==> src/hdl/clock_digit_roll_animation_macros.svh <==
// ----------------------------------------------------------------------------
// Clock digit roll animation assertion macros
// Shared concurrent assertion forms used by the roll animation RTL.
// ----------------------------------------------------------------------------
`ifndef CLOCK_DIGIT_ROLL_ANIMATION_MACROS_SVH
`define CLOCK_DIGIT_ROLL_ANIMATION_MACROS_SVH

// Condition must hold at every clock edge outside reset
`define CDRA_ASSERT_ALWAYS(label, clk, rstn, cond) \
    label: assert property (@(posedge clk) disable iff (!(rstn)) (cond)) \
        else $error("cdra invariant violated");

// Consequent must hold in the same cycle as the antecedent
`define CDRA_ASSERT_SAME(label, clk, rstn, ante, cons) \
    label: assert property (@(posedge clk) disable iff (!(rstn)) (ante) |-> (cons)) \
        else $error("cdra same-cycle check failed");

// Consequent must hold in the cycle after the antecedent
`define CDRA_ASSERT_NEXT(label, clk, rstn, ante, cons) \
    label: assert property (@(posedge clk) disable iff (!(rstn)) (ante) |=> (cons)) \
        else $error("cdra next-cycle check failed");

`endif

==> src/hdl/cdra_pkg.sv <==
// ----------------------------------------------------------------------------
// Clock digit roll animation package
// Types, constants and small helper functions shared by the roll RTL.
// ----------------------------------------------------------------------------
`default_nettype none

package cdra_pkg;

    // Field widths
    localparam int ELAPSED_W = 13;
    localparam int HOURS_W   = 5;
    localparam int MINUTES_W = 6;
    localparam int DIGIT_W   = 4;

    // Lanes: hour tens, hour ones, minute tens, minute ones
    localparam int NUM_LANES = 4;
    localparam int LANE_HT   = 0;
    localparam int LANE_HO   = 1;
    localparam int LANE_MT   = 2;
    localparam int LANE_MO   = 3;

    localparam logic [ELAPSED_W-1:0] LANE_END_MS [NUM_LANES] = '{
        13'd5000, 13'd4000, 13'd3000, 13'd2000
    };

    // Roll speed
    localparam int DIGITS_PER_SECOND = 20;
    localparam int MS_PER_DIGIT      = 1000 / DIGITS_PER_SECOND;
    // Time of one step in the 2*steps/R sense, also the decel divisor scale
    localparam int STEP_MS           = 2000 / DIGITS_PER_SECOND;
    // STEP_MS*extra - lane_end is 1000 ms on every lane, i.e. 10 steps
    localparam int RUN_BASE          = 10;
    localparam int RUN_W             = 5;

    // Linear phase: floor(t/50) as a reciprocal multiply, exact for t < 2048
    localparam int RECIP_SHIFT = 16;
    localparam int LIN_RECIP   = (2**RECIP_SHIFT + MS_PER_DIGIT - 1) / MS_PER_DIGIT;
    localparam int LIN_PROD_W  = 24;
    localparam int LIN_POS_W   = 6;

    // Decel phase arithmetic
    localparam int PROD_W   = 26;
    localparam int REM_W    = PROD_W + 1;
    localparam int DIVR_W   = 20;
    localparam int DIV_BITS = 7;
    localparam int POS_W    = DIV_BITS;
    localparam int SUM_W    = 8;

    // mod 10 by reciprocal, exact below 1029
    localparam int MOD10_MUL   = 205;
    localparam int MOD10_SHIFT = 11;
    localparam int MOD10_PW    = 16;

    // Pipeline: decode stage + lane stages (setup, multiply, subtract,
    // one per quotient bit, digit)
    localparam int LANE_LATENCY = 4 + DIV_BITS;
    localparam int PIPE_DEPTH   = 1 + LANE_LATENCY;

    // Configuration port
    localparam int CFG_ADDR_W  = 3;
    localparam int CFG_DATA_W  = 32;
    localparam int CFG_IDX_W   = CFG_ADDR_W - 2;
    localparam logic [CFG_IDX_W-1:0] REG_TWENTYFOUR_HOUR = 1'b0;

    typedef logic [DIGIT_W-1:0] digit_t;

    typedef enum logic [1:0] {
        PH_LINEAR,
        PH_DECEL,
        PH_DONE
    } phase_t;

    typedef struct packed {
        logic [ELAPSED_W-1:0] elapsed;
        digit_t               d_prev;
        digit_t               d_new;
    } lane_in_t;

    typedef struct packed {
        phase_t                 phase;
        logic [LIN_POS_W-1:0]   lin_pos;
        digit_t                 d_prev;
        digit_t                 d_new;
    } lane_side_t;

    typedef struct packed {
        digit_t hour_tens;
        digit_t hour_ones;
        digit_t minute_tens;
        digit_t minute_ones;
    } disp_t;

    // Tens digit of a value 0..63
    function automatic digit_t tens_of(input logic [MINUTES_W-1:0] v);
        digit_t q;
        q = '0;
        for (int k = 1; k <= 6; k++) begin
            if (v >= MINUTES_W'(10 * k)) begin
                q = DIGIT_W'(k);
            end
        end
        return q;
    endfunction

    // Ones digit of a value 0..63
    function automatic digit_t ones_of(input logic [MINUTES_W-1:0] v);
        logic [MINUTES_W-1:0] tens_x10;
        tens_x10 = MINUTES_W'({2'b00, tens_of(v)} * MINUTES_W'(10));
        return DIGIT_W'(v - tens_x10);
    endfunction

    // v mod 10 for small v
    function automatic digit_t mod10(input logic [SUM_W-1:0] v);
        logic [MOD10_PW-1:0] p;
        logic [SUM_W-1:0]    q;
        p = MOD10_PW'(v) * MOD10_PW'(MOD10_MUL);
        q = SUM_W'(p >> MOD10_SHIFT);
        return DIGIT_W'(v - SUM_W'(q * SUM_W'(10)));
    endfunction

endpackage

`default_nettype wire

==> src/hdl/cdra_outbuf.sv <==
// ----------------------------------------------------------------------------
// Clock digit roll animation output merge
// Gathers the four lane digits into one result beat and holds it in an
// output register backed by a skid register.
// ----------------------------------------------------------------------------
`default_nettype none

`include "clock_digit_roll_animation_macros.svh"

module cdra_outbuf import cdra_pkg::*; (
    input  logic                      aclk,
    input  logic                      aresetn,
    input  logic                      in_valid,
    input  digit_t [NUM_LANES-1:0]    lane_digit,
    output logic                      en,
    output logic                      out_valid,
    input  logic                      out_ready,
    output disp_t                     out_disp
);

    disp_t  merged_w;
    logic   in_fire_w;

    logic   main_valid_reg;
    logic   main_valid_next;
    disp_t  main_reg;
    disp_t  main_next;
    logic   skid_valid_reg;
    logic   skid_valid_next;
    disp_t  skid_reg;
    disp_t  skid_next;

    // Merge lanes into one display beat
    always_comb begin
        merged_w.hour_tens   = lane_digit[LANE_HT];
        merged_w.hour_ones   = lane_digit[LANE_HO];
        merged_w.minute_tens = lane_digit[LANE_MT];
        merged_w.minute_ones = lane_digit[LANE_MO];
    end

    // Pipeline moves whenever the skid slot is free
    assign en        = !skid_valid_reg;
    assign in_fire_w = in_valid && en;

    // Main/skid update
    always_comb begin
        main_valid_next = main_valid_reg;
        main_next       = main_reg;
        skid_valid_next = skid_valid_reg;
        skid_next       = skid_reg;
        if (main_valid_reg && !out_ready) begin
            if (in_fire_w) begin
                skid_valid_next = 1'b1;
                skid_next       = merged_w;
            end
        end else if (skid_valid_reg) begin
            main_valid_next = 1'b1;
            main_next       = skid_reg;
            skid_valid_next = 1'b0;
        end else begin
            main_valid_next = in_fire_w;
            main_next       = merged_w;
        end
    end

    always_ff @(posedge aclk) begin
        if (!aresetn) begin
            main_valid_reg <= 1'b0;
            skid_valid_reg <= 1'b0;
        end else begin
            main_valid_reg <= main_valid_next;
            skid_valid_reg <= skid_valid_next;
        end
    end

    always_ff @(posedge aclk) begin
        main_reg <= main_next;
        skid_reg <= skid_next;
    end

    assign out_valid = main_valid_reg;
    assign out_disp  = main_reg;

    // Skid only fills behind a full main register
    `CDRA_ASSERT_ALWAYS(a_skid_behind_main, aclk, aresetn, !skid_valid_reg || main_valid_reg)
    // A beat arriving against a stalled main register lands in the skid slot
    `CDRA_ASSERT_NEXT(a_stall_to_skid, aclk, aresetn, in_fire_w && main_valid_reg && !out_ready, skid_valid_reg)
    // Full skid stays full while the receiver stalls
    `CDRA_ASSERT_NEXT(a_skid_holds, aclk, aresetn, skid_valid_reg && !out_ready, skid_valid_reg && $stable(skid_reg))

endmodule

`default_nettype wire

==> config.mk <==
export PLATFORM = sky130hd
export DESIGN_NAME = cdra_outbuf
export DESIGN_NICKNAME = d
export VERILOG_FILES = /design/src/hdl/cdra_pkg.sv /design/src/hdl/cdra_outbuf.sv
export VERILOG_INCLUDE_DIRS = /design/src /design/src/hdl
export SDC_FILE = /design/constraint.sdc
export NUM_CORES = 1
export LEC_CHECK = 0
export ABC_AREA = 1
export BUFFER_PORTS_ARGS = -buffer_cell sky130_fd_sc_hd__buf_2
export CORE_ASPECT_RATIO = 0.6
export CORE_UTILIZATION = 32
export DETAILED_ROUTE_END_ITERATION = 8
export PLACE_DENSITY_LB_ADDON = 0.15
export SYNTH_ARGS = -nofsm -noshare
export SYNTH_HDL_FRONTEND = slang
export SYNTH_SLANG_ARGS = --single-unit
==> constraint.sdc <==
create_clock -name aclk -period 3.8 [get_ports aclk]
set_input_delay 0.38 -clock aclk [delete_from_list [all_inputs] [get_ports aclk]]
set_output_delay 0.38 -clock aclk [all_outputs]
set_load 0.005 [all_outputs]
==> run summary <==
clk_lat worst skew = 0.28 ns
critical path capture point type = flop
total gr overflow = 0
layout cells sized above 1 = 34.8%
Area Growth Syn to Fin = 22.9%
Power Total = 0.735 mW
CP Data Required Time = 3.79 ns
Post-DRT Antenna Nets = 0
via count = 773
chip width = 83.5 um
Critical Path Source Type = flop
Hold Buf Count CTS = 0
Post-synth EDFFs = 32
met1 usage = 13.6%
I/O pin cnt = 38
final setup fails = 0
Total GRT Usage = 11.7%
GPL Wtd Cong = 0.684
Routed WL = 2180 um
top cell type's share of synthesized area = 75.3%
synthesized area = 1280 um^2
clock root cell = clkbuf_8
vias in the first global route = 792
Crit path max-delay family = simple AND/OR/NAND/NOR gates
die height = 50.9 um
Mapped Cells = 95
DRT iter0 DRCs = 24
synthesis warning total = 0
critical path, cell by cell = nand2_1 > nor2_1 > buf_4
GRT busiest layer = met2
syn avg cell area = 13.4 um^2
slowest CP cell = nor2_1
initial antenna violation count = 0
Max FO, Critical Path = 17
area leader, netlist = edfxtp_1
post-CTS sizing = 0
final net count = 157
clock skew = 0.00338 ns
Yosys reg bits = 34
initial cell density of the core = 34.1%
TritonCTS clock tree = yes
DP Wirelength = 1490 um
largest cells by area after synthesis = edfxtp_1 (75%), nand2_1 (14%), dfxtp_1 (3.1%)
Hold Crit Class = in2reg
Remaining DRCs = 0
first-pass GRT wire length = 3600 um
die area = 4250 um^2
Wirelength per Cell = 11.8 um
share of synthesized registers carrying an async set or reset = 0%
shortest period the worst path allows = 2.08 ns
Worst Path Arrival = 2.06 ns
met3 GRT Util = 5.01%
unique cell type count in the Yosys netlist = 12
Slew HR = 49.3%
CP peak stage delay = 0.70 ns
Setup Crit Path Kind = reg2reg
run status = finished, final reports clean
Post-synth top cells = nand2_1 (48), edfxtp_1 (32), nand2_2 (3), nor2_1 (3), dfxtp_1 (2)
met2 usage = 18.4%
Synth Net Count = 115
ANT cells = 0
htree depth = 2
setup TNS = 0 ns
Clock transition at path regs = 0.06 ns
DR pass1 iterations = 4
Synth Flop Type = edfxtp_1
pwr dens = 468 nW/um^2
max cap viols = 0
largest net degree at the start of global routing = 20
setup bufs post-CTS = 0
top-count cell post-synth = nand2_1
final hold violation count = 0
sequential fraction of the synthesis area = 78.4%
RSZ-0062 raised after global routing = false
Max IR drop VDD = 0.212 mV
port bufs = 37
CORE AREA = 3740 um^2
Bufs on Longest Clock Path = 2
DR vias/cell = 4.18
max-slew violations = 0
CTS buffer count = 5
# rows = 17
Tightest Pin Transition = 0.759 ns
clock sink total = 34
Max Fclk = 481 MHz
LEAKAGE = 0.684 nW
Buf/Inv on CP = 1
Tcrit/Tclk final = 54.7%
[layer usage]
| layer | part of all wire, % | wire length, um |
|---|---|---|
| met1 | 47 | 1020 |
| met2 | 47 | 1010 |
| met3 | 5.2 | 114 |
| met4 | 1.1 | 25 |
| met5 | 0 | 0 |
[final cells by class]
| class | count | area, um^2 |
|---|---|---|
| Clock buffer | 6 | 72.6 |
| Clock inverter | 2 | 8.76 |
| Fill cell | 362 | 2170 |
| Inverter | 2 | 15.0 |
| Multi-Input combinational cell | 56 | 220 |
| Sequential cell | 34 | 1000 |
| Tap cell | 47 | 58.8 |
| Timing Repair Buffer | 38 | 193 |
[worst paths after layout]
check,startpoint,to,slack [ns],cells past startpoint
min reg2reg,skid_reg[6],out_disp[6],0.51,2
max reg2reg,out_valid,skid_reg[7],1.72,3
min,lane_digit[13],skid_reg[1],0.29,1
max,out_valid,skid_reg[7],1.72,3
[layout by cell type, fill, tap and decap left out, drive strengths merged]
master,n
clkinv,2
nand3,1
nand2,51
o21ai,1
dfxtp,2
nor2,3
buf,38
inv,2
clkbuf,6
edfxtp,32
[where the power goes]
group          leakage, nW  internal (mW)  switching [mW]
registers            0.328          0.433         0.00604
clock network       0.0426          0.126           0.119
logic                0.313         0.0231          0.0274
total                0.684          0.582           0.152
[stage by stage]
step	instances	util (%)	setup slack (ns)	area [um^2]	hold WS, ns
after floorplan	95	-	1.85	1280	0.479
after global placement	177	39.7	1.55	1490	0.497
after detailed placement	177	39.7	1.47	1490	0.504
after CTS	185	41.9	1.67	1570	0.281
after global routing	185	41.9	1.50	1570	0.275
final	185	41.9	1.72	1570	0.291
[cells by family after synthesis]
kind of cell	after synthesis	synth area share [%]
simple gates	55	16.9
flops	34	78.4
compound gates	1	0.392
buf+inv	5	4.31
Power figures use the tool's default switching activity.
