==> src/hdl/clock_digit_roll_animation_macros.svh <==
// ----------------------------------------------------------------------------
// Clock digit roll animation assertion macros
// Shared concurrent assertion forms used by the roll animation RTL.
// ----------------------------------------------------------------------------
`ifndef CLOCK_DIGIT_ROLL_ANIMATION_MACROS_SVH
`define CLOCK_DIGIT_ROLL_ANIMATION_MACROS_SVH

// Condition must hold at every clock edge outside reset
`define CDRA_ASSERT_ALWAYS(label, clk, rstn, cond) \
    label: assert property (@(posedge clk) disable iff (!(rstn)) (cond)) \
        else $error("cdra invariant violated");

// Consequent must hold in the same cycle as the antecedent
`define CDRA_ASSERT_SAME(label, clk, rstn, ante, cons) \
    label: assert property (@(posedge clk) disable iff (!(rstn)) (ante) |-> (cons)) \
        else $error("cdra same-cycle check failed");

// Consequent must hold in the cycle after the antecedent
`define CDRA_ASSERT_NEXT(label, clk, rstn, ante, cons) \
    label: assert property (@(posedge clk) disable iff (!(rstn)) (ante) |=> (cons)) \
        else $error("cdra next-cycle check failed");

`endif

==> src/hdl/cdra_pkg.sv <==
// ----------------------------------------------------------------------------
// Clock digit roll animation package
// Types, constants and small helper functions shared by the roll RTL.
// ----------------------------------------------------------------------------
`default_nettype none

package cdra_pkg;

    // Field widths
    localparam int ELAPSED_W = 13;
    localparam int HOURS_W   = 5;
    localparam int MINUTES_W = 6;
    localparam int DIGIT_W   = 4;

    // Lanes: hour tens, hour ones, minute tens, minute ones
    localparam int NUM_LANES = 4;
    localparam int LANE_HT   = 0;
    localparam int LANE_HO   = 1;
    localparam int LANE_MT   = 2;
    localparam int LANE_MO   = 3;

    localparam logic [ELAPSED_W-1:0] LANE_END_MS [NUM_LANES] = '{
        13'd5000, 13'd4000, 13'd3000, 13'd2000
    };

    // Roll speed
    localparam int DIGITS_PER_SECOND = 20;
    localparam int MS_PER_DIGIT      = 1000 / DIGITS_PER_SECOND;
    // Time of one step in the 2*steps/R sense, also the decel divisor scale
    localparam int STEP_MS           = 2000 / DIGITS_PER_SECOND;
    // STEP_MS*extra - lane_end is 1000 ms on every lane, i.e. 10 steps
    localparam int RUN_BASE          = 10;
    localparam int RUN_W             = 5;

    // Linear phase: floor(t/50) as a reciprocal multiply, exact for t < 2048
    localparam int RECIP_SHIFT = 16;
    localparam int LIN_RECIP   = (2**RECIP_SHIFT + MS_PER_DIGIT - 1) / MS_PER_DIGIT;
    localparam int LIN_PROD_W  = 24;
    localparam int LIN_POS_W   = 6;

    // Decel phase arithmetic
    localparam int PROD_W   = 26;
    localparam int REM_W    = PROD_W + 1;
    localparam int DIVR_W   = 20;
    localparam int DIV_BITS = 7;
    localparam int POS_W    = DIV_BITS;
    localparam int SUM_W    = 8;

    // mod 10 by reciprocal, exact below 1029
    localparam int MOD10_MUL   = 205;
    localparam int MOD10_SHIFT = 11;
    localparam int MOD10_PW    = 16;

    // Pipeline: decode stage + lane stages (setup, multiply, subtract,
    // one per quotient bit, digit)
    localparam int LANE_LATENCY = 4 + DIV_BITS;
    localparam int PIPE_DEPTH   = 1 + LANE_LATENCY;

    // Configuration port
    localparam int CFG_ADDR_W  = 3;
    localparam int CFG_DATA_W  = 32;
    localparam int CFG_IDX_W   = CFG_ADDR_W - 2;
    localparam logic [CFG_IDX_W-1:0] REG_TWENTYFOUR_HOUR = 1'b0;

    typedef logic [DIGIT_W-1:0] digit_t;

    typedef enum logic [1:0] {
        PH_LINEAR,
        PH_DECEL,
        PH_DONE
    } phase_t;

    typedef struct packed {
        logic [ELAPSED_W-1:0] elapsed;
        digit_t               d_prev;
        digit_t               d_new;
    } lane_in_t;

    typedef struct packed {
        phase_t                 phase;
        logic [LIN_POS_W-1:0]   lin_pos;
        digit_t                 d_prev;
        digit_t                 d_new;
    } lane_side_t;

    typedef struct packed {
        digit_t hour_tens;
        digit_t hour_ones;
        digit_t minute_tens;
        digit_t minute_ones;
    } disp_t;

    // Tens digit of a value 0..63
    function automatic digit_t tens_of(input logic [MINUTES_W-1:0] v);
        digit_t q;
        q = '0;
        for (int k = 1; k <= 6; k++) begin
            if (v >= MINUTES_W'(10 * k)) begin
                q = DIGIT_W'(k);
            end
        end
        return q;
    endfunction

    // Ones digit of a value 0..63
    function automatic digit_t ones_of(input logic [MINUTES_W-1:0] v);
        logic [MINUTES_W-1:0] tens_x10;
        tens_x10 = MINUTES_W'({2'b00, tens_of(v)} * MINUTES_W'(10));
        return DIGIT_W'(v - tens_x10);
    endfunction

    // v mod 10 for small v
    function automatic digit_t mod10(input logic [SUM_W-1:0] v);
        logic [MOD10_PW-1:0] p;
        logic [SUM_W-1:0]    q;
        p = MOD10_PW'(v) * MOD10_PW'(MOD10_MUL);
        q = SUM_W'(p >> MOD10_SHIFT);
        return DIGIT_W'(v - SUM_W'(q * SUM_W'(10)));
    endfunction

endpackage

`default_nettype wire

==> src/hdl/cdra_lane.sv <==
// ----------------------------------------------------------------------------
// Clock digit roll animation lane
// One digit lane: phase select, decel numerator, pipelined restoring divider
// (one quotient bit per stage) and final digit mod 10.
// ----------------------------------------------------------------------------
`default_nettype none

module cdra_lane import cdra_pkg::*; (
    input  logic                  aclk,
    input  logic                  en,
    input  logic [ELAPSED_W-1:0]  lane_end_ms,
    input  lane_in_t              lane_in,
    output digit_t                digit
);

    // Setup stage signals
    logic [RUN_W-1:0]      run_steps_w;
    logic [ELAPSED_W-1:0]  t0_w;
    logic [LIN_PROD_W-1:0] lin_prod_w;
    lane_side_t            side_w;

    logic [ELAPSED_W-1:0]  elapsed1_reg;
    logic [ELAPSED_W-1:0]  span1_reg;
    logic [ELAPSED_W-1:0]  u1_reg;
    lane_side_t            side1_reg;

    // Multiply stage
    logic [PROD_W-1:0]     dt2_reg;
    logic [PROD_W-1:0]     uu2_reg;
    logic [DIVR_W-1:0]     divr2_reg;
    lane_side_t            side2_reg;

    // Divider stages; index 0 holds the numerator
    logic [REM_W-1:0]      rem_reg  [DIV_BITS+1];
    logic [DIVR_W-1:0]     divr_reg [DIV_BITS+1];
    logic [POS_W-1:0]      quo_reg  [DIV_BITS+1];
    lane_side_t            side_reg [DIV_BITS+1];
    logic [REM_W-1:0]      sh_w     [DIV_BITS];
    logic                  ge_w     [DIV_BITS];

    // Digit stage
    logic [POS_W-1:0]      pos_w;
    digit_t                digit_next;
    digit_t                digit_reg;

    // Decel start T0 = 100*(10 + new - prev), always 100..1900 ms
    always_comb begin
        run_steps_w = RUN_W'(RUN_W'(RUN_BASE) + RUN_W'(lane_in.d_new)
                      - RUN_W'(lane_in.d_prev));
        t0_w        = ELAPSED_W'(run_steps_w) * ELAPSED_W'(STEP_MS);
        lin_prod_w  = LIN_PROD_W'(lane_in.elapsed) * LIN_PROD_W'(LIN_RECIP);
        side_w.lin_pos = lin_prod_w[RECIP_SHIFT +: LIN_POS_W];
        side_w.d_prev  = lane_in.d_prev;
        side_w.d_new   = lane_in.d_new;
        priority if (lane_in.elapsed >= lane_end_ms) begin
            side_w.phase = PH_DONE;
        end else if (lane_in.elapsed <= t0_w) begin
            side_w.phase = PH_LINEAR;
        end else begin
            side_w.phase = PH_DECEL;
        end
    end

    always_ff @(posedge aclk) begin
        if (en) begin
            elapsed1_reg <= lane_in.elapsed;
            span1_reg    <= lane_end_ms - t0_w;
            u1_reg       <= lane_in.elapsed - t0_w;
            side1_reg    <= side_w;
        end
    end

    // D*T, U*U and divisor 100*D
    always_ff @(posedge aclk) begin
        if (en) begin
            dt2_reg   <= PROD_W'(span1_reg) * PROD_W'(elapsed1_reg);
            uu2_reg   <= PROD_W'(u1_reg) * PROD_W'(u1_reg);
            divr2_reg <= DIVR_W'(span1_reg) * DIVR_W'(STEP_MS);
            side2_reg <= side1_reg;
        end
    end

    // Restoring divide step compares
    always_comb begin
        for (int k = 0; k < DIV_BITS; k++) begin
            sh_w[k] = REM_W'(divr_reg[k]) << (DIV_BITS - 1 - k);
            ge_w[k] = (rem_reg[k] >= sh_w[k]);
        end
    end

    // Numerator 2*D*T - U*U, then one quotient bit per stage, MSB first
    always_ff @(posedge aclk) begin
        if (en) begin
            rem_reg[0]  <= REM_W'({dt2_reg, 1'b0}) - REM_W'(uu2_reg);
            divr_reg[0] <= divr2_reg;
            quo_reg[0]  <= '0;
            side_reg[0] <= side2_reg;
            for (int k = 0; k < DIV_BITS; k++) begin
                rem_reg[k+1]  <= ge_w[k] ? rem_reg[k] - sh_w[k] : rem_reg[k];
                divr_reg[k+1] <= divr_reg[k];
                quo_reg[k+1]  <= {quo_reg[k][POS_W-2:0], ge_w[k]};
                side_reg[k+1] <= side_reg[k];
            end
        end
    end

    // Digit shown: the new digit once done, else position plus start digit, mod 10
    always_comb begin
        pos_w = quo_reg[DIV_BITS];
        unique case (side_reg[DIV_BITS].phase)
            PH_DONE: begin
                digit_next = side_reg[DIV_BITS].d_new;
            end
            PH_LINEAR: begin
                digit_next = mod10(SUM_W'(side_reg[DIV_BITS].lin_pos)
                                   + SUM_W'(side_reg[DIV_BITS].d_prev));
            end
            default: begin
                digit_next = mod10(SUM_W'(pos_w) + SUM_W'(side_reg[DIV_BITS].d_prev));
            end
        endcase
    end

    always_ff @(posedge aclk) begin
        if (en) begin
            digit_reg <= digit_next;
        end
    end

    assign digit = digit_reg;

endmodule

`default_nettype wire

==> config.mk <==
export PLATFORM = sky130hd
export DESIGN_NAME = cdra_lane
export DESIGN_NICKNAME = d
export VERILOG_FILES = /design/src/hdl/clock_digit_roll_animation_macros.svh /design/src/hdl/cdra_pkg.sv /design/src/hdl/cdra_lane.sv
export SDC_FILE = /design/constraint.sdc
export NUM_CORES = 2
export LEC_CHECK = 0
export BUFFER_PORTS_ARGS = -buffer_cell sky130_fd_sc_hd__buf_2
export CORE_AREA = 2 2 389 391
export CTS_BUF_LIST = sky130_fd_sc_hd__clkbuf_8
export DETAILED_ROUTE_END_ITERATION = 12
export DIE_AREA = 0 0 391 393
export PLACE_DENSITY = 0.43
export SYNTH_ARGS = -nofsm -noshare
export SYNTH_HDL_FRONTEND = slang
export SYNTH_SLANG_ARGS = --single-unit
==> constraint.sdc <==
create_clock -name aclk -period 14.4 [get_ports aclk]
set_input_delay 0.72 -clock aclk [delete_from_list [all_inputs] [get_ports aclk]]
set_output_delay 0.72 -clock aclk [all_outputs]
set_load 0.005 [all_outputs]
==> impl_metrics.toml <==
[sta]
hold_slack_ns = 0.148
setup_violations = 0
hold_viol_final = 0
finalClockSkew_ns = 0.0555
layout_min_cycle_time_ns = 6.77
slew_violations = 0
setup_tns_ns = 0
rsz0062_at_grt = "no"
fin_ws_ns = 7.63
fin_crit_sh_pct = 47.0
tightest_slew_ns = 1.04
fmax_ghz = 0.148
slew_headroom_pct = 31.0

[final_layout]
area.growth.synth_to_final_pct = 10.1
largest_reg_flops = 189
drive_gt1_share_pct = 6.66
design_area_mm2 = 0.0492
finalNetCount = 4845

[clock_network]
path_clk_slew_ns = 0.07
clock-sinks = 613
clk_latency_ns = 0.81
cts_htree_levels = 3
cts.hold.buffers_added = 0
cts_resized = 0
clockBufferDepth = 3
cts_setup_buffers = 0
cts_tree = "done"
numCtsBuffers = 109
clockRootBuffer = "clkbuf_8"

[global_route]
antenna_found_initial = 1
grt-ovfl-total = 0
grt_max_degree = 157
grt_usage_pct = 12.8
grt_pass1_vias = 28600
grt_first_pass_wirelength_mm = 156

[logic_synthesis]
synth-seq-cells = 613
yosys-mux-area-fraction_pct = 1.35
syn_avg_cell_area_um2 = 11.6
syn-num-nets = 4747
yosysMostFrequentCell = "inv_1"
synthDistinctLibCells = 87
synth_edf_count = 613
syn_area_mm2 = 0.0447
yosysTopAreaCell = "edfxtp_1"
synth-simple-area-share_pct = 8.58
synth-adder-area-share_pct = 29.0
synth_top_family_by_area = "adder cells"
yosysSeqAreaShare_pct = 41.2
synth_compound_area_share_pct = 9.05
synth_warnings = 0
synth_top_area_share_pct = 41.2
synth_flop_cell = "edfxtp_1"
syn_inst = 3859
ys_async_sr_fraction_pct = 0
synth_xor_xnor_area_share_pct = 4.63
synth_common_cells = "inv_1 (654), edfxtp_1 (613), ha_1 (546)"
synth_area_leaders = "edfxtp_1 (41%), ha_1 (15%), fa_1 (14%), inv_1 (5.5%), xnor2_1 (3.1%)"

[critical_path]
path_class = "reg2reg"
cp-start-kind = "register"
crit_fanout = 4
slowest_stage = "fa_1"
required_ns = 14.93
critPathCaptureType = "register"
critPathMaxStageDelay_ns = 0.54
regToRegSetupSlack_ns = 7.63
cpMostUsedCell = "xnor2_1"
arrival_ns = 7.30

[die]
pin_count = 40
core_mm2 = 0.149
die_area_mm2 = 0.154
rows = 142
die_w_um = 391
die_height_um = 393
initial_utilization_pct = 29.9

[run_status]
status = "complete, no violations"

[routing]
vias = 26900
drt-initial-drc-count = 1151
drc = 0
postRouteAntennaNets = 0
via_per_inst = 4.50
drt_pass1_iterations = 5
drt-wirelength-per-cell_um = 16.0
wirelength_mm = 95.7

[hold_path]
min_path_type = "in2reg"

[placed_design]
place_hpwl_mm = 73.0
numPortBuffers = 39
place.gp.congestion = 0.806
pre_cts_slack_ns = 7.60
placed_cell_area_mm2 = 0.0472

[job]
maxCapViolations = 0
## cell usage in the layout (no fill, tap or decap), types with 11 or more instances in the layout
cell,netlist,layout
nand2_1,218,218
clkbuf_8,0,111
o21bai_1,27,26
a21o_1,98,98
xnor2_1,159,159
ha_1,546,546
nor3_1,46,46
mux2_2,34,34
nor4_1,19,19
clkinv_1,0,21
buf_4,0,17
nand4_1,28,28
o21ai_0,98,98
a31oi_1,15,15
nand3_1,26,26
or2_2,11,11
edfxtp_1,613,613
buf_2,10,38
nor2b_1,38,38
nor2_1,151,151
a211oi_1,15,15
fa_1,306,306
nand2b_1,30,30
clkinv_2,0,18
xor2_1,77,77
o31a_1,11,11
and3_1,21,21
o21ai_1,11,11
inv_1,654,688
o21a_1,38,38
a21oi_1,209,209
and2_1,139,139
## final timing paths
check | cells past startpoint | from | end
max | 31 | side_reg[1][53]$_DFFE_PP_ | digit[3]$_DFFE_PP_
min reg2reg | 0 | side_reg[0][18]$_DFFE_PP_ | side_reg[0][34]$_DFFE_PP_
min | 1 | lane_end_ms[0] | span1_reg[0]$_DFFE_PP_
max reg2reg | 31 | side_reg[1][53]$_DFFE_PP_ | digit[3]$_DFFE_PP_
## cells by family after synthesis
logic type / count (synthesis)
AO/OA/AOI/OAI: 620
AND/OR/NAND/NOR: 762
XOR/XNOR: 236
adder cells (fa/ha/maj): 852
flip-flops: 613
multiplexers: 52
buffers and inverters: 724
## through the flow
| stage | instances | utilization, % |
|---|---|---|
| after floorplan | 3859 | - |
| after global placement | 5790 | 31.6 |
| after detailed placement | 5790 | 31.6 |
| after CTS | 5985 | 33.0 |
| after global routing | 5986 | 33.0 |
| final | 5986 | 33.0 |
## critical path, delay by kind of cell (launching register included)
kind,cells,cell delay (ns)
muxes,1,0.11
AOI/OAI and AO/OA,8,1.53
xor gates and xnor gates,8,1.24
buffers and inverters,4,0.21
and+or+nand+nor,4,0.61
adders and majority gates,6,2.34
DFF,1,0.46
## layer usage
| layer | share of wire (%) | global-route usage (%) | wire, um | up-vias |
|---|---|---|---|---|
| met5 | 0 | 0 | 0 | - |
| met3 | 2.8 | 2.06 | 2650 | 147 |
| met1 | 48 | 17.1 | 45900 | 13000 |
| met4 | 2.5 | 3.80 | 2400 | 0 |
| met2 | 47 | 21.4 | 44800 | 306 |
| li1 | - | - | - | 13500 |
## final cells by class
cell class	instances	area, um^2
diodes	1	2.50
clock buffers	111	1530
clock inverters	84	498
fillers	15200	100000
inverters	654	2450
multi-input cells	2522	23500
flip-flops and latches	613	18400
well taps	1944	2430
repair buffers	57	353
Power is left out: the tool's default activity adds up to more than one toggle a clock period on the data nets, which glitch-free logic cannot reach.
