$ cat src/hdl/clock_digit_roll_animation_macros.svh
// ----------------------------------------------------------------------------
// Clock digit roll animation assertion macros
// Shared concurrent assertion forms used by the roll animation RTL.
// ----------------------------------------------------------------------------
`ifndef CLOCK_DIGIT_ROLL_ANIMATION_MACROS_SVH
`define CLOCK_DIGIT_ROLL_ANIMATION_MACROS_SVH

// Condition must hold at every clock edge outside reset
`define CDRA_ASSERT_ALWAYS(label, clk, rstn, cond) \
    label: assert property (@(posedge clk) disable iff (!(rstn)) (cond)) \
        else $error("cdra invariant violated");

// Consequent must hold in the same cycle as the antecedent
`define CDRA_ASSERT_SAME(label, clk, rstn, ante, cons) \
    label: assert property (@(posedge clk) disable iff (!(rstn)) (ante) |-> (cons)) \
        else $error("cdra same-cycle check failed");

// Consequent must hold in the cycle after the antecedent
`define CDRA_ASSERT_NEXT(label, clk, rstn, ante, cons) \
    label: assert property (@(posedge clk) disable iff (!(rstn)) (ante) |=> (cons)) \
        else $error("cdra next-cycle check failed");

`endif

$ cat src/hdl/cdra_pkg.sv
// ----------------------------------------------------------------------------
// Clock digit roll animation package
// Types, constants and small helper functions shared by the roll RTL.
// ----------------------------------------------------------------------------
`default_nettype none

package cdra_pkg;

    // Field widths
    localparam int ELAPSED_W = 13;
    localparam int HOURS_W   = 5;
    localparam int MINUTES_W = 6;
    localparam int DIGIT_W   = 4;

    // Lanes: hour tens, hour ones, minute tens, minute ones
    localparam int NUM_LANES = 4;
    localparam int LANE_HT   = 0;
    localparam int LANE_HO   = 1;
    localparam int LANE_MT   = 2;
    localparam int LANE_MO   = 3;

    localparam logic [ELAPSED_W-1:0] LANE_END_MS [NUM_LANES] = '{
        13'd5000, 13'd4000, 13'd3000, 13'd2000
    };

    // Roll speed
    localparam int DIGITS_PER_SECOND = 20;
    localparam int MS_PER_DIGIT      = 1000 / DIGITS_PER_SECOND;
    // Time of one step in the 2*steps/R sense, also the decel divisor scale
    localparam int STEP_MS           = 2000 / DIGITS_PER_SECOND;
    // STEP_MS*extra - lane_end is 1000 ms on every lane, i.e. 10 steps
    localparam int RUN_BASE          = 10;
    localparam int RUN_W             = 5;

    // Linear phase: floor(t/50) as a reciprocal multiply, exact for t < 2048
    localparam int RECIP_SHIFT = 16;
    localparam int LIN_RECIP   = (2**RECIP_SHIFT + MS_PER_DIGIT - 1) / MS_PER_DIGIT;
    localparam int LIN_PROD_W  = 24;
    localparam int LIN_POS_W   = 6;

    // Decel phase arithmetic
    localparam int PROD_W   = 26;
    localparam int REM_W    = PROD_W + 1;
    localparam int DIVR_W   = 20;
    localparam int DIV_BITS = 7;
    localparam int POS_W    = DIV_BITS;
    localparam int SUM_W    = 8;

    // mod 10 by reciprocal, exact below 1029
    localparam int MOD10_MUL   = 205;
    localparam int MOD10_SHIFT = 11;
    localparam int MOD10_PW    = 16;

    // Pipeline: decode stage + lane stages (setup, multiply, subtract,
    // one per quotient bit, digit)
    localparam int LANE_LATENCY = 4 + DIV_BITS;
    localparam int PIPE_DEPTH   = 1 + LANE_LATENCY;

    // Configuration port
    localparam int CFG_ADDR_W  = 3;
    localparam int CFG_DATA_W  = 32;
    localparam int CFG_IDX_W   = CFG_ADDR_W - 2;
    localparam logic [CFG_IDX_W-1:0] REG_TWENTYFOUR_HOUR = 1'b0;

    typedef logic [DIGIT_W-1:0] digit_t;

    typedef enum logic [1:0] {
        PH_LINEAR,
        PH_DECEL,
        PH_DONE
    } phase_t;

    typedef struct packed {
        logic [ELAPSED_W-1:0] elapsed;
        digit_t               d_prev;
        digit_t               d_new;
    } lane_in_t;

    typedef struct packed {
        phase_t                 phase;
        logic [LIN_POS_W-1:0]   lin_pos;
        digit_t                 d_prev;
        digit_t                 d_new;
    } lane_side_t;

    typedef struct packed {
        digit_t hour_tens;
        digit_t hour_ones;
        digit_t minute_tens;
        digit_t minute_ones;
    } disp_t;

    // Tens digit of a value 0..63
    function automatic digit_t tens_of(input logic [MINUTES_W-1:0] v);
        digit_t q;
        q = '0;
        for (int k = 1; k <= 6; k++) begin
            if (v >= MINUTES_W'(10 * k)) begin
                q = DIGIT_W'(k);
            end
        end
        return q;
    endfunction

    // Ones digit of a value 0..63
    function automatic digit_t ones_of(input logic [MINUTES_W-1:0] v);
        logic [MINUTES_W-1:0] tens_x10;
        tens_x10 = MINUTES_W'({2'b00, tens_of(v)} * MINUTES_W'(10));
        return DIGIT_W'(v - tens_x10);
    endfunction

    // v mod 10 for small v
    function automatic digit_t mod10(input logic [SUM_W-1:0] v);
        logic [MOD10_PW-1:0] p;
        logic [SUM_W-1:0]    q;
        p = MOD10_PW'(v) * MOD10_PW'(MOD10_MUL);
        q = SUM_W'(p >> MOD10_SHIFT);
        return DIGIT_W'(v - SUM_W'(q * SUM_W'(10)));
    endfunction

endpackage

`default_nettype wire

$ cat src/hdl/cdra_decode.sv
// ----------------------------------------------------------------------------
// Clock digit roll animation time decode
// Converts the hour to the display form, finds the previous minute's time and
// splits both times into per-lane start and end digits. One register stage.
// ----------------------------------------------------------------------------
`default_nettype none

module cdra_decode import cdra_pkg::*; (
    input  logic                  aclk,
    input  logic                  en,
    input  logic                  twentyfour_hour,
    input  logic [ELAPSED_W-1:0]  elapsed_ms,
    input  logic [HOURS_W-1:0]    hours,
    input  logic [MINUTES_W-1:0]  minutes,
    output lane_in_t [NUM_LANES-1:0] lane_in
);

    logic [HOURS_W-1:0]   hr_w;
    logic [HOURS_W-1:0]   prev_hr_w;
    logic [MINUTES_W-1:0] prev_mn_w;
    lane_in_t [NUM_LANES-1:0] lane_next;
    lane_in_t [NUM_LANES-1:0] lane_reg;

    // Displayed hour: 12-hour form maps 0 to 12 and folds 13 and up
    always_comb begin
        hr_w = hours;
        if (!twentyfour_hour) begin
            if (hours == '0) begin
                hr_w = HOURS_W'(12);
            end else if (hours > HOURS_W'(12)) begin
                hr_w = hours - HOURS_W'(12);
            end
        end
    end

    // Previous minute, with the hour wrap on minute zero
    always_comb begin
        if (minutes != '0) begin
            prev_mn_w = minutes - MINUTES_W'(1);
            prev_hr_w = hr_w;
        end else begin
            prev_mn_w = MINUTES_W'(59);
            if (twentyfour_hour) begin
                prev_hr_w = (hr_w == '0) ? HOURS_W'(23) : hr_w - HOURS_W'(1);
            end else begin
                prev_hr_w = (hr_w == HOURS_W'(1)) ? HOURS_W'(12) : hr_w - HOURS_W'(1);
            end
        end
    end

    // Digit split per lane
    always_comb begin
        for (int i = 0; i < NUM_LANES; i++) begin
            lane_next[i].elapsed = elapsed_ms;
        end
        lane_next[LANE_HT].d_prev = tens_of(MINUTES_W'(prev_hr_w));
        lane_next[LANE_HT].d_new  = tens_of(MINUTES_W'(hr_w));
        lane_next[LANE_HO].d_prev = ones_of(MINUTES_W'(prev_hr_w));
        lane_next[LANE_HO].d_new  = ones_of(MINUTES_W'(hr_w));
        lane_next[LANE_MT].d_prev = tens_of(prev_mn_w);
        lane_next[LANE_MT].d_new  = tens_of(minutes);
        lane_next[LANE_MO].d_prev = ones_of(prev_mn_w);
        lane_next[LANE_MO].d_new  = ones_of(minutes);
    end

    always_ff @(posedge aclk) begin
        if (en) begin
            lane_reg <= lane_next;
        end
    end

    assign lane_in = lane_reg;

endmodule

`default_nettype wire

$ cat config.mk
export PLATFORM = sky130hd
export DESIGN_NAME = cdra_decode
export DESIGN_NICKNAME = d
export VERILOG_FILES = /design/src/hdl/clock_digit_roll_animation_macros.svh /design/src/hdl/cdra_pkg.sv /design/src/hdl/cdra_decode.sv
export SDC_FILE = /design/constraint.sdc
export NUM_CORES = 1
export LEC_CHECK = 0
export BUFFER_PORTS_ARGS = -buffer_cell sky130_fd_sc_hd__buf_2
export CAP_MARGIN = 5
export CORE_ASPECT_RATIO = 0.6
export CORE_MARGIN = 5
export CORE_UTILIZATION = 35
export DETAILED_ROUTE_END_ITERATION = 10
export PLACE_DENSITY = 0.64
export SKIP_CTS_REPAIR_TIMING = 1
export SLEW_MARGIN = 20
export SYNTH_ARGS = -nofsm -noshare
export SYNTH_HDL_FRONTEND = slang
export SYNTH_SLANG_ARGS = --single-unit
export TNS_END_PERCENT = 10
$ cat constraint.sdc
create_clock -name aclk -period 4.4 [get_ports aclk]
set_clock_uncertainty 0.05 [all_clocks]
set_input_delay 0.88 -clock aclk [delete_from_list [all_inputs] [get_ports aclk]]
set_output_delay 0.88 -clock aclk [all_outputs]
set_load 0.005 [all_outputs]
==> run metrics, run 1 <==
outcome=complete, no violations; GR Util met3=roughly 4.2%; Final Hold Fails=0; max_cap viols=0; Post-synth ARST share=0%; Worst EP required=roughly 4.4 ns; GR peak layer=met2; CP endpoint kind=flip-flop; Port Buf Inserts=about 100; Leak=0.00141 uW; total die area=about 0.01 mm2; critical path class=input pin to flip-flop; grt met2 use=between 15 and 20%; Mapped Area=0.00275 mm2; Post-DP Area=0.00304 mm2; Antenna Nets Post-Route=0; H-tree Lvls=2; f_max=about 250 MHz; GRT Total Usage=between 10 and 15%; Tmin final=roughly 4.1 ns; Vias=2,098; initial antenna violation count=1; Reg power frac=between 40 and 50%; EDFF count, synth=39; Final period util=just over 90%; setup ws final=approximately 0.33 ns; worst slack at placement=between 0.1 and 0.15 ns; Vias/cell=roughly 4.7; Die H=78.6 um; DRT Wirelength=about 5900 um; crit-path leading delay family=compound AO/OA/AOI/OAI gates; synth unique cells=between 50 and 60; GR Util met1=about 16%; Ys Warns=0; remaining global-route overflow=0; Final Total Pwr=approximately 1100 uW; top cell type's share of synthesized area=around 43%; Layout area overhead=15.7%; commonest cells in the netlist=buf_4, edfxtp_1, inv_1; clk root buf=clkbuf_16; most common cell in the synthesized netlist=buf_4; Worst Setup SP=minutes[1]; HP Start=elapsed_ms[8]; Pre-antenna DRT Iters=4; Detail Placement HPWL=4570 um; Logic pwr share=approximately 23%; Num Clock Sinks=39; switching pwr=about 290 uW; Slew headroom=40.0%; crit path DAT=4.04 ns; Synth area leaders=edfxtp_1, buf_4, ha_1; CTS tree=yes; num rows=25; Max Slew Vio Count=0; I/O pin total=111; Syn Inst Count=273; layout cells sized above 1=a little over a third; Bufs and invs on worst path=3; CP peak stage delay=~0.64 ns; vias in the first global route=1,847; wire per inst=between 10 and 15 um; Nets=about 380; slew at the pin closest to its max-slew limit=roughly 0.90 ns; CP cell instances=buf_2 -> inv_1 -> ha_1 -> or4b_4 -> nor2_1 -> nor2_1 -> a2111oi_0 -> o22a_1 -> ha_1 -> inv_1 -> fa_1 -> xnor2_1 -> xnor2_1; CP startpoint kind=input pin; Clock Tree Buf Depth=2; crit-path max FO=9; TritonCTS Buffers=5; Avg Inst Size Synth=~10 um2; Pint=slightly below 800 uW; Final GP Congestion=0.878; Post-route DRC=0; first-pass GRT wire length=between 9000 and 10,000 um; hold crit path type=input pin to flip-flop; Clock power frac=around a third; setup TNS=0 ns; Initial Util=a little over a third; cell taking the most area after synthesis=edfxtp_1; Starting DRT DRC Count=~100; Max VDD drop=between 0.00015 and 0.0002 V; Synth Register Bits=39; antenna cells=0; Synth Flop Type=edfxtp_1; post-route cell area=around 0.0032 mm2; CTS clk-pin slew, worst paths=0.06 ns; power per cell area=roughly 340 mW/mm2; Core Box Area=around 0.0078 mm2; largest net degree at the start of global routing=40; Final setup violation count=0; Switching Fraction=approximately a quarter; RSZ-0062 raised after global routing=false; register area share after synthesis=roughly 43%; Chip Width=124 um; max FFs per register=39; Worst path slowest cell=a2111oi_0
path summary, 6_finish.rpt:
path / end / slack [ns] / cells past startpoint
hold / removal: lane_in[79] / 0.73 / 1
setup / recovery: lane_in[70] / 0.33 / 13
power by group through the flow:
stage          clock network (uW)  logic [uW]  registers [uW]
3_3_place_gp                    0         241             488
4_1_cts                       359         247             483
2_1_floorplan                   0         160             498
3_5_place_dp                    0         246             490
5_1_grt                       380         274             487
6_report                      348         243             481
cells in the final DEF (no fill, tap or decap), types with 3 or more instances in the layout:
cell type / count
a21oi_1: 9
a22oi_1: 3
and2_1: 3
buf_2: 104
clkbuf_16: 5
conb_1: 6
edfxtp_1: 39
fa_1: 3
ha_1: 14
inv_1: 25
nand2_1: 14
nand2b_1: 5
nand3_1: 4
nor2_1: 18
nor2b_1: 4
nor3_1: 5
o211ai_1: 3
o21ai_0: 14
xnor2_1: 6
metrics by stage:
step	hold WS, ns	instances	util [%]
floorplan	0.929	278	-
global placement	1.01	436	39.2
detailed placement	1.01	436	39.2
CTS	0.717	444	41.0
global route	0.710	444	41.0
finish	0.726	444	41.0
layer usage:
metal	vias up	wire [um]	part of all wire [%]
li1	1033	-	-
met1	960	2890	49
met2	97	2400	41
met3	6	531	9.0
met4	2	58	0.99
met5	-	7	0.12
cells by family after synthesis:
family                     after synthesis  share of synthesized area (%)
other                                    1                          0.136
muxes                                    3                           1.14
adders and majority gates               18                           8.92
and+or+nand+nor                         68                           13.0
AOI/OAI and AO/OA                       57                           14.3
xor gates and xnor gates                 7                           2.23
DFF                                     39                           42.6
buffers and inverters                   80                           17.7
area by class of cell:
class                   count  area, um2
well taps                 108        135
inverters                  25       93.8
repair buffers            105        528
clock inverters             2       12.5
clock buffers               6        129
flip-flops and latches     39       1170
multi-input cells         159       1110
fillers                   777       4580
Power figures use the tool's default switching activity.
==> inputs of run 2 (changes only) <==
--- a/config.mk
+++ b/config.mk
@@ -11,7 +11,8 @@
 export CORE_MARGIN = 5
 export CORE_UTILIZATION = 35
 export DETAILED_ROUTE_END_ITERATION = 10
-export PLACE_DENSITY = 0.64
+export PLACE_DENSITY = 0.66
+export RECOVER_POWER = 25
 export SKIP_CTS_REPAIR_TIMING = 1
 export SLEW_MARGIN = 20
 export SYNTH_ARGS = -nofsm -noshare
==> constraint.sdc (replaced) <==
create_clock -name aclk -period 3.3 [get_ports aclk]
set_clock_uncertainty 0.05 [all_clocks]
set_input_delay 0.66 -clock aclk [delete_from_list [all_inputs] [get_ports aclk]]
set_output_delay 0.66 -clock aclk [all_outputs]
set_load 0.005 [all_outputs]
==> run 2 against run 1 <==
Total power grew 47%. Via count up 8.4%. Utilization is 5.0 points higher. Cell area rose by 12%. Routed wire length up 13%. Sequential power grew 34%. Non-clock buffer count up 40. Critical path type unchanged. Largest power group unchanged.
==> run metrics, run 2 (synthesis gave the netlist of run 1 again) <==
outcome=complete, no violations (unchanged); Worst EP required=3.28 ns (was 4.38 ns); Final Hold Fails=0 (unchanged); TritonCTS Buffers=5 (unchanged); CP peak stage delay=0.50 ns (was 0.64 ns); critical path class=input pin to flip-flop (unchanged); Final setup violation count=0 (unchanged); Layout area overhead=30.0% (was 15.7%); Final GP Congestion=0.849 (was 0.878); GR Util met3=4.83% (was 4.21%); Initial Util=35.4% (unchanged); Vias=2,274 (was 2,098); GR peak layer=met2 (unchanged); grt met2 use=19.9% (was 16.6%); Nets=419 (was 379); Non-Filler Instances=484 (was 444); GR Util met1=18.3% (was 15.9%); Chip Width=124 um (unchanged); H-tree Lvls=2 (unchanged); total die area=0.00978 mm2 (unchanged); GRT Total Usage=13.3% (was 11.5%); switching pwr=413 uW (was 286 uW); slew at the pin closest to its max-slew limit=0.923 ns (was 0.899 ns); Final period util=a little over nine tenths; I/O pin total=111 (unchanged); remaining global-route overflow=0 (unchanged); most frequent cells in the layout=buf_2, buf_4, edfxtp_1 (was buf_2, edfxtp_1, inv_1); Starting DRT DRC Count=124 (was 101); max FFs per register=39 (unchanged); CP endpoint kind=flip-flop (unchanged); Hold Crit Depth=1 (unchanged); wire per inst=13.7 um (was 13.2 um); Max VDD drop=0.000216 V (was 0.000166 V); num rows=25 (unchanged); Logic pwr share=24.5% (was 22.7%); Pint=1170 uW (was 786 uW); Max Slew Vio Count=0 (unchanged); Post-route DRC=0 (unchanged); antenna cells=0 (unchanged); Leak=0.00159 uW (was 0.00141 uW); Tmin final=around 3.2 ns; CP cell instances=buf_4 -> clkinvlp_4 -> ha_4 -> or4b_4 -> nand2b_4 -> a311o_1 -> a22o_1 -> a21oi_2 -> o211ai_1 -> o21a_1 -> ha_2 -> inv_2 -> ha_4 -> nand2b_4 -> mux2i_1 (was buf_2 -> inv_1 -> ha_1 -> or4b_4 -> nor2_1 -> nor2_1 -> a2111oi_0 -> o22a_1 -> ha_1 -> inv_1 -> fa_1 -> xnor2_1 -> xnor2_1); CTS tree=yes (unchanged); max_cap viols=0 (unchanged); initial antenna violation count=0 (was 1); Clock Tree Buf Depth=2 (unchanged); vias in the first global route=2,196 (was 1,847); Die H=78.6 um (unchanged); Final Total Pwr=1580 uW (was 1070 uW); most common cell after layout, fill and taps aside=buf_2 (unchanged); final core utilization=46.0% (was 41.0%); layout cells sized above 1=42.6% (was 35.4%); Clock power frac=34.7% (was 32.4%); clk root buf=clkbuf_16 (unchanged); HP Start=elapsed_ms[0] (was elapsed_ms[8]); Worst Hold Slack=0.506 ns (was 0.726 ns); hold path endpoint=lane_in[71] (was lane_in[79]); Antenna Nets Post-Route=0 (unchanged); Switching Fraction=26.1% (was 26.7%); Slew headroom=38.5% (was 40.0%); largest net degree at the start of global routing=40 (unchanged); Num Clock Sinks=39 (unchanged); Core Box Area=0.00776 mm2 (unchanged); hold crit path type=input pin to flip-flop (unchanged); Reg power frac=40.8% (was 44.9%); f_max=309 MHz; Detail Placement HPWL=5160 um (was 4570 um); crit-path max FO=5 (was 9); first-pass GRT wire length=10,800 um (was 9160 um); Vias/cell=4.70 (was 4.73); dpl cells=471 (was 436); crit path DAT=3.21 ns (was 4.04 ns); power per cell area=442 mW/mm2 (was 337 mW/mm2); Worst path slowest cell=or4b_4 (was a2111oi_0); Pre-antenna DRT Iters=4 (unchanged); DRT Wirelength=6650 um (was 5880 um); CP startpoint kind=input pin (unchanged); Port Buf Inserts=104 (unchanged); CTS clk-pin slew, worst paths=0.06 ns (about the same)
==> run 2: power groups by stage <==
stage	clock network [uW]	registers [uW]	logic (uW)
2_1_floorplan	0	664	219
3_3_place_gp	0	652	365
3_5_place_dp	0	654	373
4_1_cts	566	644	375
5_1_grt	593	652	432
6_report	548	644	387
==> run 2: final cells by class <==
type,instances,area (um2)
fill,744,4190
multi-input combinational,159,1190
sequential,39,1170
timing repair buffer,145,807
tap,108,135
clock buffer,5,125
inverter,25,97.6
clock inverter,3,43.8
==> run 2: worst max path at each step <==
| stage | from | end | slack (ns) | cells past startpoint |
|---|---|---|---|---|
| floorplan | minutes[1] | lane_in[28] | -0.08 | 15 |
| global placement | minutes[1] | lane_in[70] | -0.14 | 15 |
| detailed placement | minutes[1] | lane_in[70] | -0.26 | 15 |
| CTS | minutes[1] | lane_in[70] | 0.02 | 15 |
| global route | minutes[1] | lane_in[28] | -0.05 | 15 |
| finish | minutes[1] | lane_in[28] | 0.07 | 15 |
==> run 2: per-layer routing <==
metal,part of all wire (%),vias to the layer above
met5,0,-
li1,-,1123
met4,0.69,0
met2,42,101
met3,9.0,4
met1,48,1046
==> run 2: metrics by stage <==
stage               TNS [ns]  setup slack [ns]  instance area (um2)
global route         -0.0726           -0.0518                 3570
finish                     0            0.0660                 3570
floorplan             -0.136           -0.0817                 2800
detailed placement    -0.935            -0.261                 3340
global placement      -0.398            -0.136                 3340
CTS                        0            0.0214                 3510
==> run 2: critical path, delay by kind of cell <==
family	cells	cell delay [ns]
AO/OA/AOI/OAI	5	1.01
AND/OR/NAND/NOR	3	0.79
multiplexers	1	0.06
buffers and inverters	3	0.26
adder cells (fa/ha/maj)	3	0.44
==> inputs of run 3 (changes only) <==
--- a/config.mk
+++ b/config.mk
@@ -9,12 +9,11 @@
 export CAP_MARGIN = 5
 export CORE_ASPECT_RATIO = 0.6
 export CORE_MARGIN = 5
-export CORE_UTILIZATION = 35
+export CORE_UTILIZATION = 44
 export DETAILED_ROUTE_END_ITERATION = 10
-export PLACE_DENSITY = 0.66
+export PLACE_DENSITY = 0.8
 export RECOVER_POWER = 25
 export SKIP_CTS_REPAIR_TIMING = 1
-export SLEW_MARGIN = 20
 export SYNTH_ARGS = -nofsm -noshare
 export SYNTH_HDL_FRONTEND = slang
 export SYNTH_SLANG_ARGS = --single-unit
==> run 3 against run 2 <==
The flow now finishes with violations (capacitance limit, slew limit). Die area fell by 18%. Critical path depth did not move. Worst setup slack improved by 0.066 ns. Cell area fell by 3.5%. Utilization rose by 11 points. Sequential share of layout area rose by 1.2 points. Via count fell by 0.18%. Fmax rose by 2.1%. Critical endpoint unchanged. Worst hold slack got worse by 0.012 ns. Total power fell by 15%.
==> run metrics, run 3 (synthesis gave the netlist of run 1 again) <==
failing checks=capacitance limit, slew limit; largest net degree at the start of global routing=40 (unchanged); GR Util met3=4.56% (was 4.83%); area of the multi-input gates=0.00118 mm2 (was 0.00119 mm2); wire per inst=14.8 um (was 13.7 um); critical path class=input pin to flip-flop (unchanged); max FFs per register=39 (unchanged); clk root buf=clkbuf_8 (was clkbuf_16); initial antenna violation count=0 (unchanged); Starting DRT DRC Count=144 (was 124); TritonCTS Buffers=5 (unchanged); Detail Placement HPWL=5190 um (was 5160 um); GRT Total Usage=15.9% (was 13.3%); first-pass GRT wire length=10,200 um (was 10,800 um); Slew headroom=-40.5% (was 38.5%); remaining global-route overflow=0 (unchanged); crit-path max FO=5 (unchanged); grt met2 use=24.2% (was 19.9%); num rows=22 (was 25); Post-route DRC=0 (unchanged); HP Start=elapsed_ms[0] (unchanged); Vias=2,270 (was 2,274); layout cells sized above 1=43.2% (was 42.6%); Layout area overhead=25.4% (was 30.0%); Chip Width=112 um (was 124 um); CTS clk-pin slew, worst paths=0.07 ns (was 0.06 ns); dpl cells=450 (was 471); antenna cells=0 (unchanged); CP cell instances=buf_2 -> inv_1 -> ha_4 -> or4b_4 -> nand2b_4 -> a311o_1 -> a22o_1 -> a21oi_2 -> o211ai_1 -> o21a_1 -> ha_2 -> inv_1 -> ha_2 -> nand2b_1 -> mux2i_1 (was buf_4 -> clkinvlp_4 -> ha_4 -> or4b_4 -> nand2b_4 -> a311o_1 -> a22o_1 -> a21oi_2 -> o211ai_1 -> o21a_1 -> ha_2 -> inv_2 -> ha_4 -> nand2b_4 -> mux2i_1); Non-Filler Instances=459 (was 484); total die area=0.00798 mm2 (was 0.00978 mm2); Final Hold Fails=0 (unchanged); most frequent cells in the layout=buf_2, buf_4, edfxtp_1 (unchanged); Worst Hold Slack=0.495 ns (was 0.506 ns); Worst path slowest cell=or4b_4 (unchanged); Hold Crit Depth=1 (unchanged); most common cell after layout, fill and taps aside=buf_2 (unchanged); power per cell area=389 mW/mm2 (was 442 mW/mm2); outcome=finished, violations left (was complete, no violations); Num Clock Sinks=39 (unchanged); Leak=0.00156 uW (was 0.00159 uW); slew at the pin closest to its max-slew limit=2.11 ns (was 0.923 ns); Final period util=96.0% (was 98.0%); Vias/cell=4.95 (was 4.70); Pre-antenna DRT Iters=4 (unchanged); register area=0.00117 mm2 (unchanged); Nets=418 (was 419); Max VDD drop=0.000164 V (was 0.000216 V); hold path endpoint=lane_in[71] (unchanged); DRT Wirelength=6770 um (was 6650 um); Antenna Nets Post-Route=0 (unchanged); Final GP Congestion=0.906 (was 0.849); Final setup violation count=0 (unchanged); CP peak stage delay=0.51 ns (was 0.50 ns); crit-path leading delay family=compound AO/OA/AOI/OAI gates (unchanged); Tmin final=3.17 ns (was 3.23 ns); CTS tree=yes (unchanged); CP startpoint kind=input pin (unchanged); vias in the first global route=2,106 (was 2,196); Clock Tree Buf Depth=2 (unchanged); hold crit path type=input pin to flip-flop (unchanged); CP endpoint kind=flip-flop (unchanged); GR Util met1=22.6% (was 18.3%); Final Total Pwr=1340 uW (was 1580 uW); Max Slew Vio Count=40 (was 0); I/O pin total=111 (unchanged); Fill cells=557 (was 744); Worst EP required=3.28 ns (about the same); max_cap viols=1 (was 0); final core utilization=56.7% (was 46.0%); Initial Util=45.2% (was 35.4%); H-tree Lvls=2 (unchanged); f_max=316 MHz (was 309 MHz); GR peak layer=met2 (unchanged); Die H=71.2 um (was 78.6 um); crit path DAT=3.15 ns (was 3.21 ns); Core Box Area=0.00608 mm2 (was 0.00776 mm2); Bufs and invs on worst path=3 (unchanged); Port Buf Inserts=104 (unchanged)
## run 3: cell count changes in the layout (fill, tap and decap cells not counted), moves of 2 or more
cell / before / now
inv_1: 22 / 24
clkbuf_8: 0 / 5
clkbuf_16: 5 / 0
buf_2: 90 / 96
clkbuf_1: 15 / 9
inv_2: 2 / 0
## run 3: layout make-up
cell class	instances	share of cell area (%)
multi-input combinational	159	34.2
sequential	39	34.0
timing repair buffer	144	23.5
tap	84	3.05
inverter	25	2.83
clock buffer	6	2.10
clock inverter	2	0.363
## run 3: metrics by stage
stage / cell area, um2 / TNS, ns / setup slack (ns)
detailed placement: 3330 / -0.662 / -0.245
finish: 3450 / 0 / 0.132
global route: 3450 / -0.0206 / -0.0206
global placement: 3330 / -0.227 / -0.108
CTS: 3410 / 0 / 0.0758
floorplan: 2800 / -0.136 / -0.0817
## run 3: worst max-delay path by stage
stage,startpoint,end,slack (ns),cells past startpoint
5_1_grt,hours[2],lane_in[28],-0.02,16
4_1_cts,minutes[1],lane_in[70],0.08,15
2_1_floorplan,minutes[1],lane_in[28],-0.08,15
3_3_place_gp,minutes[0],lane_in[70],-0.11,12
6_report,minutes[0],lane_in[28],0.13,15
3_5_place_dp,minutes[1],lane_in[70],-0.25,15
## run 3: power by group
| group | switching, uW | internal, uW | leakage, uW | total (uW) |
|---|---|---|---|---|
| Sequential | 20.4 | 623 | 0.000381 | 643 |
| Clock | 172 | 148 | 0.0000412 | 320 |
| Combinational | 196 | 181 | 0.00113 | 377 |
## run 3: routing by layer
layer,vias to the layer above,routed length [um]
li1,1115,-
met5,-,0
met4,0,46
met1,1055,3250
met2,95,2860
met3,5,610
